File: src/sv/bwfa_pkg.sv
// ----------------------------------------------------------------------------
// bwfa_pkg
// Shared types, widths and codes of the best/worst fit segment allocator.
// ----------------------------------------------------------------------------
package bwfa_pkg;

    localparam int MAX_SEG   = 64;
    localparam int IDX_W     = $clog2(MAX_SEG);
    localparam int CNT_W     = IDX_W + 1;
    localparam int OFF_W     = 16;
    localparam int LEN_W     = 17;
    localparam int BYTES_W   = 21;
    localparam int WB_W      = 5;
    localparam int DIVD_W    = BYTES_W + 1;
    localparam int DIV_STEPS = DIVD_W;
    localparam int STEP_W    = $clog2(DIV_STEPS);
    localparam int PADDR_W   = 4;

    localparam logic [LEN_W-1:0] WORD_LIMIT = 17'd65536;

    localparam logic [1:0] ST_OK        = 2'd0;
    localparam logic [1:0] ST_NOFIT     = 2'd1;
    localparam logic [1:0] ST_FULL      = 2'd2;
    localparam logic [1:0] ST_NOT_FOUND = 2'd3;

    localparam logic CMD_ALLOC = 1'b0;
    localparam logic CMD_FREE  = 1'b1;

    localparam logic [1:0] REG_WORD_BYTES  = 2'd0;
    localparam logic [1:0] REG_TOTAL_WORDS = 2'd1;
    localparam logic [1:0] REG_FIT_MODE    = 2'd2;

    typedef struct packed {
        logic [OFF_W-1:0] start;
        logic [LEN_W-1:0] len;
        logic             used;
    } seg_t;

    typedef struct packed {
        logic               cmd;
        logic [BYTES_W-1:0] size_bytes;
        logic [OFF_W-1:0]   offset_words;
    } req_t;

    typedef struct packed {
        logic [1:0]       status;
        logic [OFF_W-1:0] result_offset;
    } rsp_t;

    typedef struct packed {
        logic             start;
        logic             cmd;
        logic [LEN_W-1:0] words;
        logic [OFF_W-1:0] off;
        logic             fit_mode;
    } tbl_req_t;

    typedef struct packed {
        logic             busy;
        logic             done;
        logic [1:0]       status;
        logic [OFF_W-1:0] offset;
    } tbl_rsp_t;

endpackage

File: src/sv/bwfa_div.sv
// ----------------------------------------------------------------------------
// bwfa_div
// Restoring divider, one quotient bit per cycle, for request rounding.
// ----------------------------------------------------------------------------
module bwfa_div
(
    input  logic                         clk,
    input  logic                         rst_n,
    input  logic                         start,
    input  logic [bwfa_pkg::DIVD_W-1:0]  dividend,
    input  logic [bwfa_pkg::WB_W-1:0]    divisor,
    output logic [bwfa_pkg::DIVD_W-1:0]  quotient,
    output logic                         done
);

    logic                         busy_reg,  busy_next;
    logic                         done_reg,  done_next;
    logic [bwfa_pkg::STEP_W-1:0]  cnt_reg,   cnt_next;
    logic [bwfa_pkg::DIVD_W-1:0]  num_reg,   num_next;
    logic [bwfa_pkg::WB_W-1:0]    rem_reg,   rem_next;
    logic [bwfa_pkg::WB_W-1:0]    dvs_reg,   dvs_next;
    logic [bwfa_pkg::WB_W:0]      trial;
    logic                         ge;

    always_comb
    begin
        trial     = {rem_reg, num_reg[bwfa_pkg::DIVD_W-1]};
        ge        = trial >= {1'b0, dvs_reg};
        busy_next = busy_reg;
        done_next = 1'b0;
        cnt_next  = cnt_reg;
        num_next  = num_reg;
        rem_next  = rem_reg;
        dvs_next  = dvs_reg;
        if (start)
        begin
            busy_next = 1'b1;
            cnt_next  = bwfa_pkg::STEP_W'(bwfa_pkg::DIV_STEPS - 1);
            num_next  = dividend;
            rem_next  = '0;
            dvs_next  = divisor;
        end
        else if (busy_reg)
        begin
            // shift one dividend bit in, subtract when it fits
            rem_next = ge ? bwfa_pkg::WB_W'(trial - {1'b0, dvs_reg})
                          : trial[bwfa_pkg::WB_W-1:0];
            num_next = {num_reg[bwfa_pkg::DIVD_W-2:0], ge};
            if (cnt_reg == '0)
            begin
                busy_next = 1'b0;
                done_next = 1'b1;
            end
            else
            begin
                cnt_next = cnt_reg - 1'b1;
            end
        end
    end

    always_ff @(posedge clk or negedge rst_n)
    begin
        if (!rst_n)
        begin
            busy_reg <= 1'b0;
            done_reg <= 1'b0;
            cnt_reg  <= '0;
        end
        else
        begin
            busy_reg <= busy_next;
            done_reg <= done_next;
            cnt_reg  <= cnt_next;
        end
    end

    always_ff @(posedge clk)
    begin
        num_reg <= num_next;
        rem_reg <= rem_next;
        dvs_reg <= dvs_next;
    end

    assign quotient = num_reg;
    assign done     = done_reg;

endmodule

File: src/sv/bwfa_table.sv
// ----------------------------------------------------------------------------
// bwfa_table
// Segment table memory with its scan, shift and write-back sequencer.
// ----------------------------------------------------------------------------
module bwfa_table
(
    input  logic                        clk,
    input  logic                        rst_n,
    input  bwfa_pkg::tbl_req_t          treq,
    input  logic                        init,
    input  logic [bwfa_pkg::LEN_W-1:0]  total_words,
    output bwfa_pkg::tbl_rsp_t          trsp
);

    typedef enum logic [7:0] {
        T_INIT  = 8'b0000_0001,
        T_IDLE  = 8'b0000_0010,
        T_SCAN  = 8'b0000_0100,
        T_FREE  = 8'b0000_1000,
        T_SHIFT = 8'b0001_0000,
        T_WRB   = 8'b0010_0000,
        T_WRA   = 8'b0100_0000,
        T_DONE  = 8'b1000_0000
    } tstate_t;

    localparam int IW = bwfa_pkg::IDX_W;
    localparam int CW = bwfa_pkg::CNT_W;
    localparam int LW = bwfa_pkg::LEN_W;
    localparam int OW = bwfa_pkg::OFF_W;

    tstate_t               state_reg,   state_next;
    logic [CW-1:0]         count_reg,   count_next;
    logic [CW-1:0]         cnt_new_reg, cnt_new_next;
    logic [CW-1:0]         ri_reg,      ri_next;
    logic [CW-1:0]         pi_reg,      pi_next;
    logic                  found_reg,   found_next;
    logic [IW-1:0]         best_reg,    best_next;
    logic [LW-1:0]         blen_reg,    blen_next;
    logic [OW-1:0]         bstart_reg,  bstart_next;
    bwfa_pkg::seg_t        prev_reg,    prev_next;
    bwfa_pkg::seg_t        cur_reg,     cur_next;
    logic                  cmd_reg,     cmd_next;
    logic [LW-1:0]         words_reg,   words_next;
    logic [OW-1:0]         off_reg,     off_next;
    logic                  fit_reg,     fit_next;
    logic [1:0]            status_reg,  status_next;
    logic [OW-1:0]         offset_reg,  offset_next;
    logic [CW-1:0]         sc_reg,      sc_next;
    logic [CW-1:0]         rem_reg,     rem_next;
    logic                  up_reg,      up_next;
    logic [1:0]            d_reg,       d_next;
    logic                  pv_reg,      pv_next;
    logic [IW-1:0]         pd_reg,      pd_next;
    logic [IW-1:0]         wa_addr_reg, wa_addr_next;
    bwfa_pkg::seg_t        wa_data_reg, wa_data_next;
    logic [IW-1:0]         wb_addr_reg, wb_addr_next;
    bwfa_pkg::seg_t        wb_data_reg, wb_data_next;
    logic                  wb_pend_reg, wb_pend_next;

    bwfa_pkg::seg_t        seg_mem_reg [bwfa_pkg::MAX_SEG];
    bwfa_pkg::seg_t        rd_data_reg;
    logic                  mem_we;
    logic [IW-1:0]         mem_wa;
    logic [IW-1:0]         mem_ra;
    bwfa_pkg::seg_t        mem_wd;

    always_comb
    begin
        logic           last;
        logic           hit;
        logic           better;
        logic           f_c;
        logic [IW-1:0]  bi_c;
        logic [LW-1:0]  bl_c;
        logic [OW-1:0]  bs_c;
        logic           pf;
        logic           nf;
        logic           nextv;
        logic [CW-1:0]  t_c;
        logic [1:0]     dd;
        bwfa_pkg::seg_t mrg;

        state_next   = state_reg;
        count_next   = count_reg;
        cnt_new_next = cnt_new_reg;
        ri_next      = ri_reg;
        pi_next      = pi_reg;
        found_next   = found_reg;
        best_next    = best_reg;
        blen_next    = blen_reg;
        bstart_next  = bstart_reg;
        prev_next    = prev_reg;
        cur_next     = cur_reg;
        cmd_next     = cmd_reg;
        words_next   = words_reg;
        off_next     = off_reg;
        fit_next     = fit_reg;
        status_next  = status_reg;
        offset_next  = offset_reg;
        sc_next      = sc_reg;
        rem_next     = rem_reg;
        up_next      = up_reg;
        d_next       = d_reg;
        pv_next      = pv_reg;
        pd_next      = pd_reg;
        wa_addr_next = wa_addr_reg;
        wa_data_next = wa_data_reg;
        wb_addr_next = wb_addr_reg;
        wb_data_next = wb_data_reg;
        wb_pend_next = wb_pend_reg;
        mem_we       = 1'b0;
        mem_wa       = '0;
        mem_wd       = '0;
        mem_ra       = ri_reg[IW-1:0];

        last   = (pi_reg == CW'(count_reg - 1'b1));
        hit    = !rd_data_reg.used && (rd_data_reg.len >= words_reg);
        better = !found_reg || (fit_reg ? (rd_data_reg.len > blen_reg)
                                        : (rd_data_reg.len < blen_reg));
        f_c    = found_reg;
        bi_c   = best_reg;
        bl_c   = blen_reg;
        bs_c   = bstart_reg;
        if (hit && better)
        begin
            f_c  = 1'b1;
            bi_c = pi_reg[IW-1:0];
            bl_c = rd_data_reg.len;
            bs_c = rd_data_reg.start;
        end

        nextv = (CW'(pi_reg + 1'b1) < count_reg);
        pf    = (pi_reg != '0) && !prev_reg.used;
        nf    = nextv && !rd_data_reg.used;
        t_c   = pi_reg;
        dd    = 2'd0;
        mrg   = cur_reg;
        mrg.used = 1'b0;
        if (pf && nf)
        begin
            t_c = CW'(pi_reg - 1'b1);
            dd  = 2'd2;
            mrg.start = prev_reg.start;
            mrg.len   = LW'(prev_reg.len + cur_reg.len + rd_data_reg.len);
        end
        else if (pf)
        begin
            t_c = CW'(pi_reg - 1'b1);
            dd  = 2'd1;
            mrg.start = prev_reg.start;
            mrg.len   = LW'(prev_reg.len + cur_reg.len);
        end
        else if (nf)
        begin
            dd  = 2'd1;
            mrg.len = LW'(cur_reg.len + rd_data_reg.len);
        end

        case (state_reg)
            T_INIT:
            begin
                mem_we     = 1'b1;
                mem_wa     = '0;
                mem_wd     = '{start: '0, len: total_words, used: 1'b0};
                count_next = CW'(1);
                state_next = T_IDLE;
            end
            T_IDLE:
            begin
                mem_ra = '0;
                if (init)
                begin
                    state_next = T_INIT;
                end
                else if (treq.start)
                begin
                    // entry 0 is read now, scan picks it up next cycle
                    cmd_next   = treq.cmd;
                    words_next = treq.words;
                    off_next   = treq.off;
                    fit_next   = treq.fit_mode;
                    ri_next    = CW'(1);
                    pi_next    = '0;
                    found_next = 1'b0;
                    state_next = T_SCAN;
                end
            end
            T_SCAN:
            begin
                ri_next = CW'(ri_reg + 1'b1);
                pi_next = CW'(pi_reg + 1'b1);
                if (cmd_reg == bwfa_pkg::CMD_ALLOC)
                begin
                    found_next  = f_c;
                    best_next   = bi_c;
                    blen_next   = bl_c;
                    bstart_next = bs_c;
                    if (last)
                    begin
                        offset_next  = '0;
                        pv_next      = 1'b0;
                        up_next      = 1'b1;
                        rem_next     = '0;
                        wa_addr_next = bi_c;
                        wa_data_next = '{start: bs_c, len: words_reg, used: 1'b1};
                        wb_pend_next = 1'b0;
                        cnt_new_next = count_reg;
                        if (!f_c)
                        begin
                            status_next = bwfa_pkg::ST_NOFIT;
                            state_next  = T_DONE;
                        end
                        else if (bl_c > words_reg)
                        begin
                            if (count_reg >= CW'(bwfa_pkg::MAX_SEG))
                            begin
                                status_next = bwfa_pkg::ST_FULL;
                                state_next  = T_DONE;
                            end
                            else
                            begin
                                // open a slot after the chosen hole
                                status_next  = bwfa_pkg::ST_OK;
                                offset_next  = bs_c;
                                rem_next     = CW'(count_reg - 1'b1 - {1'b0, bi_c});
                                sc_next      = CW'(count_reg - 1'b1);
                                wb_pend_next = 1'b1;
                                wb_addr_next = IW'(bi_c + 1'b1);
                                wb_data_next = '{start: OW'(bs_c + words_reg),
                                                 len:   LW'(bl_c - words_reg),
                                                 used:  1'b0};
                                cnt_new_next = CW'(count_reg + 1'b1);
                                state_next   = T_SHIFT;
                            end
                        end
                        else
                        begin
                            status_next = bwfa_pkg::ST_OK;
                            offset_next = bs_c;
                            state_next  = T_SHIFT;
                        end
                    end
                end
                else if (rd_data_reg.start == off_reg)
                begin
                    // the successor is being read this cycle
                    cur_next   = rd_data_reg;
                    pi_next    = pi_reg;
                    state_next = T_FREE;
                end
                else
                begin
                    prev_next = rd_data_reg;
                    if (last)
                    begin
                        status_next = bwfa_pkg::ST_NOT_FOUND;
                        offset_next = '0;
                        state_next  = T_DONE;
                    end
                end
            end
            T_FREE:
            begin
                status_next  = bwfa_pkg::ST_OK;
                offset_next  = '0;
                up_next      = 1'b0;
                d_next       = dd;
                pv_next      = 1'b0;
                rem_next     = CW'(count_reg - t_c - 1'b1 - {{(CW-2){1'b0}}, dd});
                sc_next      = CW'(t_c + 1'b1 + {{(CW-2){1'b0}}, dd});
                wa_addr_next = t_c[IW-1:0];
                wa_data_next = mrg;
                wb_pend_next = 1'b0;
                cnt_new_next = CW'(count_reg - {{(CW-2){1'b0}}, dd});
                state_next   = T_SHIFT;
            end
            T_SHIFT:
            begin
                mem_ra = sc_reg[IW-1:0];
                if (pv_reg)
                begin
                    mem_we = 1'b1;
                    mem_wa = pd_reg;
                    mem_wd = rd_data_reg;
                end
                if (rem_reg != '0)
                begin
                    pv_next  = 1'b1;
                    pd_next  = up_reg ? IW'(sc_reg + 1'b1)
                                      : IW'(sc_reg - {{(CW-2){1'b0}}, d_reg});
                    sc_next  = up_reg ? CW'(sc_reg - 1'b1) : CW'(sc_reg + 1'b1);
                    rem_next = CW'(rem_reg - 1'b1);
                end
                else
                begin
                    pv_next = 1'b0;
                    if (!pv_reg)
                    begin
                        state_next = wb_pend_reg ? T_WRB : T_WRA;
                    end
                end
            end
            T_WRB:
            begin
                mem_we     = 1'b1;
                mem_wa     = wb_addr_reg;
                mem_wd     = wb_data_reg;
                state_next = T_WRA;
            end
            T_WRA:
            begin
                mem_we     = 1'b1;
                mem_wa     = wa_addr_reg;
                mem_wd     = wa_data_reg;
                count_next = cnt_new_reg;
                state_next = T_DONE;
            end
            T_DONE:
            begin
                state_next = T_IDLE;
            end
            default:
            begin
                state_next = T_IDLE;
            end
        endcase
    end

    always_ff @(posedge clk or negedge rst_n)
    begin
        if (!rst_n)
        begin
            state_reg <= T_INIT;
            count_reg <= CW'(1);
            pv_reg    <= 1'b0;
        end
        else
        begin
            state_reg <= state_next;
            count_reg <= count_next;
            pv_reg    <= pv_next;
        end
    end

    always_ff @(posedge clk)
    begin
        cnt_new_reg <= cnt_new_next;
        ri_reg      <= ri_next;
        pi_reg      <= pi_next;
        found_reg   <= found_next;
        best_reg    <= best_next;
        blen_reg    <= blen_next;
        bstart_reg  <= bstart_next;
        prev_reg    <= prev_next;
        cur_reg     <= cur_next;
        cmd_reg     <= cmd_next;
        words_reg   <= words_next;
        off_reg     <= off_next;
        fit_reg     <= fit_next;
        status_reg  <= status_next;
        offset_reg  <= offset_next;
        sc_reg      <= sc_next;
        rem_reg     <= rem_next;
        up_reg      <= up_next;
        d_reg       <= d_next;
        pd_reg      <= pd_next;
        wa_addr_reg <= wa_addr_next;
        wa_data_reg <= wa_data_next;
        wb_addr_reg <= wb_addr_next;
        wb_data_reg <= wb_data_next;
        wb_pend_reg <= wb_pend_next;
    end

    // one write port, one registered read port
    always_ff @(posedge clk)
    begin
        if (mem_we)
        begin
            seg_mem_reg[mem_wa] <= mem_wd;
        end
        rd_data_reg <= seg_mem_reg[mem_ra];
    end

    assign trsp.busy   = (state_reg != T_IDLE);
    assign trsp.done   = (state_reg == T_DONE);
    assign trsp.status = status_reg;
    assign trsp.offset = offset_reg;

    a_shift_no_overlap: assert property (@(posedge clk) disable iff (!rst_n)
        (state_reg == T_SHIFT && mem_we) |-> (mem_wa != mem_ra))
        else $error("shift writes the entry it reads");

    a_count_update: assert property (@(posedge clk) disable iff (!rst_n)
        (count_reg != $past(count_reg)) |->
        ($past(state_reg) == T_WRA || $past(state_reg) == T_INIT))
        else $error("segment count changed outside write-back");

    a_start_scan: assert property (@(posedge clk) disable iff (!rst_n)
        (state_reg == T_IDLE && treq.start && !init) |=> (state_reg == T_SCAN))
        else $error("request not taken by idle table");

    a_count_range: assert property (@(posedge clk) disable iff (!rst_n)
        (state_reg == T_WRA) |-> (cnt_new_reg != '0 &&
        cnt_new_reg <= CW'(bwfa_pkg::MAX_SEG)))
        else $error("segment count out of range");

endmodule

File: src/sv/best_worst_fit_segment_allocator_core.sv
// ----------------------------------------------------------------------------
// best_worst_fit_segment_allocator_core
// Segment allocator: best or worst fit allocation, free with neighbor merge.
// ----------------------------------------------------------------------------
// Usage:
//   req channel (req_valid / req_stall / req) carries one command word:
//   allocate a byte count, or free the segment starting at a word offset.
//   rsp channel (rsp_valid / rsp_stall / rsp) returns one word per command:
//   status and, for a good allocate, the segment's word offset.
//   The APB port sets word_bytes, total_words and fit_mode; writing a valid
//   total_words while the table is idle resets it to one free hole.
// Sequence:
//   Allocate: a rounding divide, then a scan of every table entry, then a
//   move of the entries after the chosen hole to open a slot, then the
//   write-back; the table holds up to 64 entries.
//   Free: scan up to the match, then a move of entries down to close the
//   gap. The table memory, with one read and one write port, sets this.
//   One command is worked at a time; req_stall is high while it runs.
// Reset: the table holds one free hole of 65536 words, after one init cycle.
// The result sits in an output register; while rsp_stall is high it holds,
// and the next command may already be accepted and worked.
// ----------------------------------------------------------------------------
module best_worst_fit_segment_allocator_core
(
    input  logic                          clk,
    input  logic                          rst_n,
    input  logic                          req_valid,
    output logic                          req_stall,
    input  bwfa_pkg::req_t                req,
    output logic                          rsp_valid,
    input  logic                          rsp_stall,
    output bwfa_pkg::rsp_t                rsp,
    input  logic                          psel,
    input  logic                          penable,
    input  logic                          pwrite,
    input  logic [bwfa_pkg::PADDR_W-1:0]  paddr,
    input  logic [31:0]                   pwdata,
    output logic [31:0]                   prdata,
    output logic                          pready
);

    typedef enum logic [3:0] {
        S_IDLE = 4'b0001,
        S_DIV  = 4'b0010,
        S_TBL  = 4'b0100,
        S_RES  = 4'b1000
    } state_t;

    localparam int LW = bwfa_pkg::LEN_W;
    localparam int OW = bwfa_pkg::OFF_W;

    state_t                          state_reg,  state_next;
    logic [bwfa_pkg::WB_W-1:0]       wbytes_reg;
    logic [LW-1:0]                   twords_reg;
    logic                            fit_reg;
    logic                            cmd_reg,    cmd_next;
    logic [OW-1:0]                   off_reg,    off_next;
    logic [LW-1:0]                   words_reg,  words_next;
    logic                            tstart_reg, tstart_next;
    bwfa_pkg::rsp_t                  res_reg,    res_next;
    logic                            rsp_valid_reg;
    bwfa_pkg::rsp_t                  rsp_reg;

    logic                            cfg_wr;
    logic                            tw_ok;
    logic                            init_tbl;
    logic [bwfa_pkg::WB_W-1:0]       wb_eff;
    logic [bwfa_pkg::DIVD_W-1:0]     limit;
    logic                            bad;
    logic                            accept;
    logic                            div_start;
    logic [bwfa_pkg::DIVD_W-1:0]     dividend;
    logic [bwfa_pkg::DIVD_W-1:0]     quotient;
    logic                            div_done;
    logic                            out_free;
    bwfa_pkg::tbl_req_t              treq;
    bwfa_pkg::tbl_rsp_t              trsp;

    // ---- configuration registers ----
    assign pready   = 1'b1;
    assign cfg_wr   = psel && penable && pwrite;
    assign tw_ok    = (pwdata[LW-1:0] != '0) && (pwdata[LW-1:0] <= bwfa_pkg::WORD_LIMIT);
    assign init_tbl = cfg_wr && (paddr[3:2] == bwfa_pkg::REG_TOTAL_WORDS) && tw_ok;

    always_ff @(posedge clk or negedge rst_n)
    begin
        if (!rst_n)
        begin
            wbytes_reg <= bwfa_pkg::WB_W'(1);
            twords_reg <= bwfa_pkg::WORD_LIMIT;
            fit_reg    <= 1'b0;
        end
        else if (cfg_wr)
        begin
            case (paddr[3:2])
                bwfa_pkg::REG_WORD_BYTES:  wbytes_reg <= pwdata[bwfa_pkg::WB_W-1:0];
                bwfa_pkg::REG_TOTAL_WORDS:
                begin
                    if (tw_ok)
                    begin
                        twords_reg <= pwdata[LW-1:0];
                    end
                end
                bwfa_pkg::REG_FIT_MODE:    fit_reg <= pwdata[0];
                default:                   ;
            endcase
        end
    end

    always_comb
    begin
        case (paddr[3:2])
            bwfa_pkg::REG_WORD_BYTES:  prdata = {{(32-bwfa_pkg::WB_W){1'b0}}, wbytes_reg};
            bwfa_pkg::REG_TOTAL_WORDS: prdata = {{(32-LW){1'b0}}, twords_reg};
            bwfa_pkg::REG_FIT_MODE:    prdata = {31'd0, fit_reg};
            default:                   prdata = '0;
        endcase
    end

    // ---- request check and rounding ----
    // a word size of zero counts as one
    assign wb_eff   = (wbytes_reg == '0) ? bwfa_pkg::WB_W'(1) : wbytes_reg;
    assign limit    = bwfa_pkg::DIVD_W'(twords_reg * wb_eff);
    assign bad      = (req.size_bytes == '0) ||
                      ({1'b0, req.size_bytes} > limit);
    assign dividend = bwfa_pkg::DIVD_W'({1'b0, req.size_bytes} + wb_eff - 1'b1);

    assign req_stall = (state_reg != S_IDLE) || trsp.busy;
    assign accept    = req_valid && !req_stall;
    assign div_start = accept && (req.cmd == bwfa_pkg::CMD_ALLOC) && !bad;
    assign out_free  = !rsp_valid_reg || !rsp_stall;

    bwfa_div u_div
    (
        .clk      (clk),
        .rst_n    (rst_n),
        .start    (div_start),
        .dividend (dividend),
        .divisor  (wb_eff),
        .quotient (quotient),
        .done     (div_done)
    );

    assign treq.start    = tstart_reg;
    assign treq.cmd      = cmd_reg;
    assign treq.words    = words_reg;
    assign treq.off      = off_reg;
    assign treq.fit_mode = fit_reg;

    bwfa_table u_table
    (
        .clk         (clk),
        .rst_n       (rst_n),
        .treq        (treq),
        .init        (init_tbl),
        .total_words (twords_reg),
        .trsp        (trsp)
    );

    // ---- command sequencing ----
    always_comb
    begin
        state_next  = state_reg;
        cmd_next    = cmd_reg;
        off_next    = off_reg;
        words_next  = words_reg;
        tstart_next = 1'b0;
        res_next    = res_reg;
        case (state_reg)
            S_IDLE:
            begin
                if (accept)
                begin
                    cmd_next = req.cmd;
                    off_next = req.offset_words;
                    if (req.cmd == bwfa_pkg::CMD_FREE)
                    begin
                        tstart_next = 1'b1;
                        state_next  = S_TBL;
                    end
                    else if (bad)
                    begin
                        // zero or oversize request: answer without the table
                        res_next   = '{status: bwfa_pkg::ST_NOFIT, result_offset: '0};
                        state_next = S_RES;
                    end
                    else
                    begin
                        state_next = S_DIV;
                    end
                end
            end
            S_DIV:
            begin
                if (div_done)
                begin
                    words_next  = quotient[LW-1:0];
                    tstart_next = 1'b1;
                    state_next  = S_TBL;
                end
            end
            S_TBL:
            begin
                if (trsp.done)
                begin
                    res_next   = '{status: trsp.status, result_offset: trsp.offset};
                    state_next = S_RES;
                end
            end
            S_RES:
            begin
                if (out_free)
                begin
                    state_next = S_IDLE;
                end
            end
            default:
            begin
                state_next = S_IDLE;
            end
        endcase
    end

    always_ff @(posedge clk or negedge rst_n)
    begin
        if (!rst_n)
        begin
            state_reg     <= S_IDLE;
            tstart_reg    <= 1'b0;
            rsp_valid_reg <= 1'b0;
        end
        else
        begin
            state_reg  <= state_next;
            tstart_reg <= tstart_next;
            // load the output word when free, drop valid once taken
            if (state_reg == S_RES && out_free)
            begin
                rsp_valid_reg <= 1'b1;
            end
            else if (rsp_valid_reg && !rsp_stall)
            begin
                rsp_valid_reg <= 1'b0;
            end
        end
    end

    always_ff @(posedge clk)
    begin
        cmd_reg   <= cmd_next;
        off_reg   <= off_next;
        words_reg <= words_next;
        res_reg   <= res_next;
        if (state_reg == S_RES && out_free)
        begin
            rsp_reg <= res_reg;
        end
    end

    assign rsp_valid = rsp_valid_reg;
    assign rsp       = rsp_reg;

endmodule
File: config.mk
export PLATFORM = sky130hd
export DESIGN_NAME = best_worst_fit_segment_allocator_core
export DESIGN_NICKNAME = d
export VERILOG_FILES = /design/src/sv/bwfa_pkg.sv /design/src/sv/bwfa_div.sv /design/src/sv/bwfa_table.sv /design/src/sv/best_worst_fit_segment_allocator_core.sv
export SDC_FILE = /design/constraint.sdc
export NUM_CORES = 2
export LEC_CHECK = 0
export BUFFER_PORTS_ARGS = -buffer_cell sky130_fd_sc_hd__buf_2
export CORE_ASPECT_RATIO = 0.75
export CORE_MARGIN = 2
export CORE_UTILIZATION = 65
export DETAILED_ROUTE_END_ITERATION = 8
export PLACE_DENSITY_LB_ADDON = 0.05
export SETUP_SLACK_MARGIN = 0.05
export SLEW_MARGIN = 15
export SYNTH_ARGS = -nofsm -noshare
export SYNTH_HDL_FRONTEND = slang
export SYNTH_SLANG_ARGS = --single-unit
File: constraint.sdc
create_clock -name clk -period 22.6 [get_ports clk]
set_clock_uncertainty 0.05 [all_clocks]
set_input_delay 1.13 -clock clk [delete_from_list [all_inputs] [get_ports clk]]
set_output_delay 1.13 -clock clk [all_outputs]
set_load 0.01 [all_outputs]
==> impl_results.md <==
- Avg Cell Area, Syn: 16.87 µm²
- Final nets: 7274
- Post-CTS setup buffers: 0
- Iter 0 DRT Violations: 10090
- Die X: 484.8 µm
- RSZ-0062 raised after global routing: no
- Synth cell types: 85
- Row cnt: 132
- Mux contribution to synthesized area: 11.59%
- Max reg flops: 2176
- DIE AREA: 176700 µm²
- Root Buffer: clkbuf_16
- WL met3: 43050 µm
- Inserted Clock Buffers: 234
- Critical Path Start Type: flop
- Avg WL per Cell: 31.89 µm
- Via count: 63890
- Synth Area in Adders: 3.766%
- Detailed Route WL: 298800 µm
- I/O pin count: 134
- Core area: 172400 µm²
- PwrDens: 99.06 nW/µm²
- Worst Path Arrival: 9.55 ns
- Critical Path RT: 23.05 ns
- Port Buffers: 100
- Met2 WL: 126800 µm
- Commonest non-fill, non-tap cell in the layout: edfxtp_1
- Area leader, netlist: edfxtp_1
- Placer Congestion: 0.9620
- Clk slew on worst S/H paths: 0.06 ns
- Hold Path Class: input pin to asynchronous set/reset pin
- Final slew viol count: 0
- Mapped Cells: 6678
- Post-synthesis xor/xnor area fraction: 1.383%
- Simple-gate portion of the synthesized area: 5.910%
- Setup WS pre-CTS: 13.87 ns
- Seq. cell area: 78810 µm²
- CP Max Fanout: 41
- Seq cells post-synth: 2646
- Area of the multi-input gates: 32180 µm²
- # fillers: 10570
- Largest net degree at the start of global routing: 123
- Post-synthesis compound-gate area fraction: 5.169%
- Async SR Flop Fraction: 1.965%
- Main combinational cell family by area after synthesis: multiplexers
- Synth area leaders: edfxtp_1, mux4_2, ha_1, nand2_1, mux2i_1
- Area growth syn-to-layout: 10.51%
- Util after Layout: 72.22%
- Maximum clock path buffer count: 3
- Tcrit/Tclk final: 40.28%
- Number of remaining DRC errors: 0
- Synth Cell Area: 112700 µm²
- Hold buffers post-CTS: 0
- Commonest cells after routing, fill and taps aside: edfxtp_1, nand2_1, mux4_2
- Top Layer Used: met4
- Yosys Warn Count: 0
- Share of the synthesized area in the top cell type: 68.08%
- Minimum clock period: 9.104 ns
- Clock sink total: 2646
- Setup CP Type: flop to flop
- Setup ws final: 13.50 ns
- Final Hold Violating Endpoints: 0
- Normalized max-slew margin: 14.35%
- HPWL reported at the end of detailed placement: 176200 µm
- Setup violations, final: 0
- Share of post-route cells with drive strength above 1: 18.80%
- Skew-Pair Late Insertion Delay: 0.87 ns
- Die height: 364.6 µm
- Pleak: 41.91 nW
- Min Hold Slack: 0.3520 ns
- PostCTS Resize Cnt: 0
- GRT Overall Usage: 34.01%
- Final ANT Viol Nets: 0
- CTS tree: yes
- Max-cap viol count: 0
- Sequential-to-total area share from yosys stat: 69.94%
- Max frequency: 0.1098 GHz
- H-tree depth: 4
- Avg Vias per Cell: 6.818
- Met1 WL: 121800 µm
- Post-synth EDFFs: 2555
- Antenna violations before repair: 15
- CP endpoint kind: flop
- Worst IR Drop VDD: 0.1141 mV
- Sum Neg Setup Slack: 0 ns
- Top FF cell, synth: edfxtp_1
- Worst-Margin Slew: 1.285 ns
- First-pass GRT wire length: 427100 µm
- Final Non-Filler Cells: 9371
- Initial core utilization: 65.35%
- Status: finished clean
- Remaining global-route overflow: 0
- Drt first pass iters: 8
- Placed Instances: 8929
- Vias in the first global route: 61330
[critical path, stage by stage, from the launching register on]
cell      delay (ns)
dfrtp_1         0.81
nand2_1         0.17
fa_1            0.60
fa_1            0.43
fa_1            0.49
inv_1           0.04
ha_1            0.32
nor2b_1         0.14
o21ai_0         0.11
a21boi_0        0.20
o21ai_0         0.14
a21boi_0        0.57
o21ai_0         0.39
a31oi_1         0.35
nor4_1          0.10
a311oi_1        0.50
ha_1            0.23
nand4_1         0.18
or4_1           0.63
nand2b_1        0.11
o22ai_1         0.15
o21ai_0         0.26
nand2_1         0.37
nor4_4          0.28
buf_4           0.47
or2_2           0.57
[synth_stat cells (10+ instances only)]
cell          n
mux2_2       33
nor2_1      248
o21a_1       28
nand3b_1     11
a222oi_1     22
nor4_1       18
xnor2_1     106
o21bai_1     14
mux4_2      476
a211oi_1     19
nand4_1      33
o211ai_1     16
o22ai_1      41
buf_1        27
o21ai_0     112
nand2b_1     26
o221ai_1    108
a21oi_1     184
nand2_1     679
buf_6        11
fa_1         57
clkbuf_1    163
mux2i_1     185
dfxtp_1      39
a311oi_1     39
a22o_1       12
a21o_1       42
nand3_1     113
a22oi_1      23
and2_1      110
a31oi_1      45
ha_1        248
a2111oi_2    26
dfrtp_1      47
nor3_1       53
mux2_1       10
edfxtp_1   2555
and3_1       60
nor2b_1      37
buf_2        83
or3_1        13
or2_2        10
xor2_1       72
inv_1       256
buf_4        41
[final timing paths]
kind | cells after the start | slack [ns] | start | to
hold reg to reg | 0 | 0.36 | res_reg[16] | rsp[16]
setup reg to reg | 25 | 13.50 | wbytes_reg[2] | u_div.quotient[11]
min in group clk | 0 | 0.36 | res_reg[16] | rsp[16]
max in group asynchronous | 2 | 21.47 | rst_n | u_div.cnt_reg[2]
setup / recovery | 25 | 13.50 | wbytes_reg[2] | u_div.quotient[11]
hold / removal | 2 | 0.35 | rst_n | u_table.pv_reg
[report_power, final]
| part | switching (mW) | internal (mW) | total [mW] |
|---|---|---|---|
| Clock | 1.79 | 2.23 | 4.02 |
| Combinational | 1.73 | 0.955 | 2.68 |
| Sequential | 0.177 | 5.45 | 5.63 |
| Total | 3.70 | 8.64 | 12.3 |
[kinds of logic (layout without fill, tap and decap cells)]
| group | after synthesis | in the layout |
|---|---|---|
| flops | 2646 | 2646 |
| fa+ha+maj | 305 | 305 |
| buf+inv | 582 | 982 |
| mux | 704 | 704 |
| simple gates | 1450 | 1450 |
| other cells | 2 | 17 |
| compound gates | 811 | 811 |
| xor+xnor | 178 | 178 |
[cell type report]
class / instances / area share [%]
Multi-Input combinational cell: 3464 / 25.84
Tap cell: 2278 / 2.289
Clock buffer: 292 / 5.000
Timing Repair Buffer: 285 / 1.598
Inverter: 257 / 0.7757
Sequential cell: 2646 / 63.29
Antenna cell: 1 / 0.002010
Clock inverter: 148 / 1.208
[through the flow]
stage	total power [mW]	instance area, µm²
3_5_place_dp	8.352	116800
6_report	12.34	124500
3_3_place_gp	8.328	116800
4_1_cts	12.32	124500
5_1_grt	12.75	124500
2_1_floorplan	7.405	112700
[layer usage]
metal,track usage (%),vias to the layer above
met3,10.65,414
met2,47.26,4015
li1,-,26620
met1,52.94,32840
met4,8.548,0
met5,0,-
No activity file was read; power rests on OpenSTA's default activity.
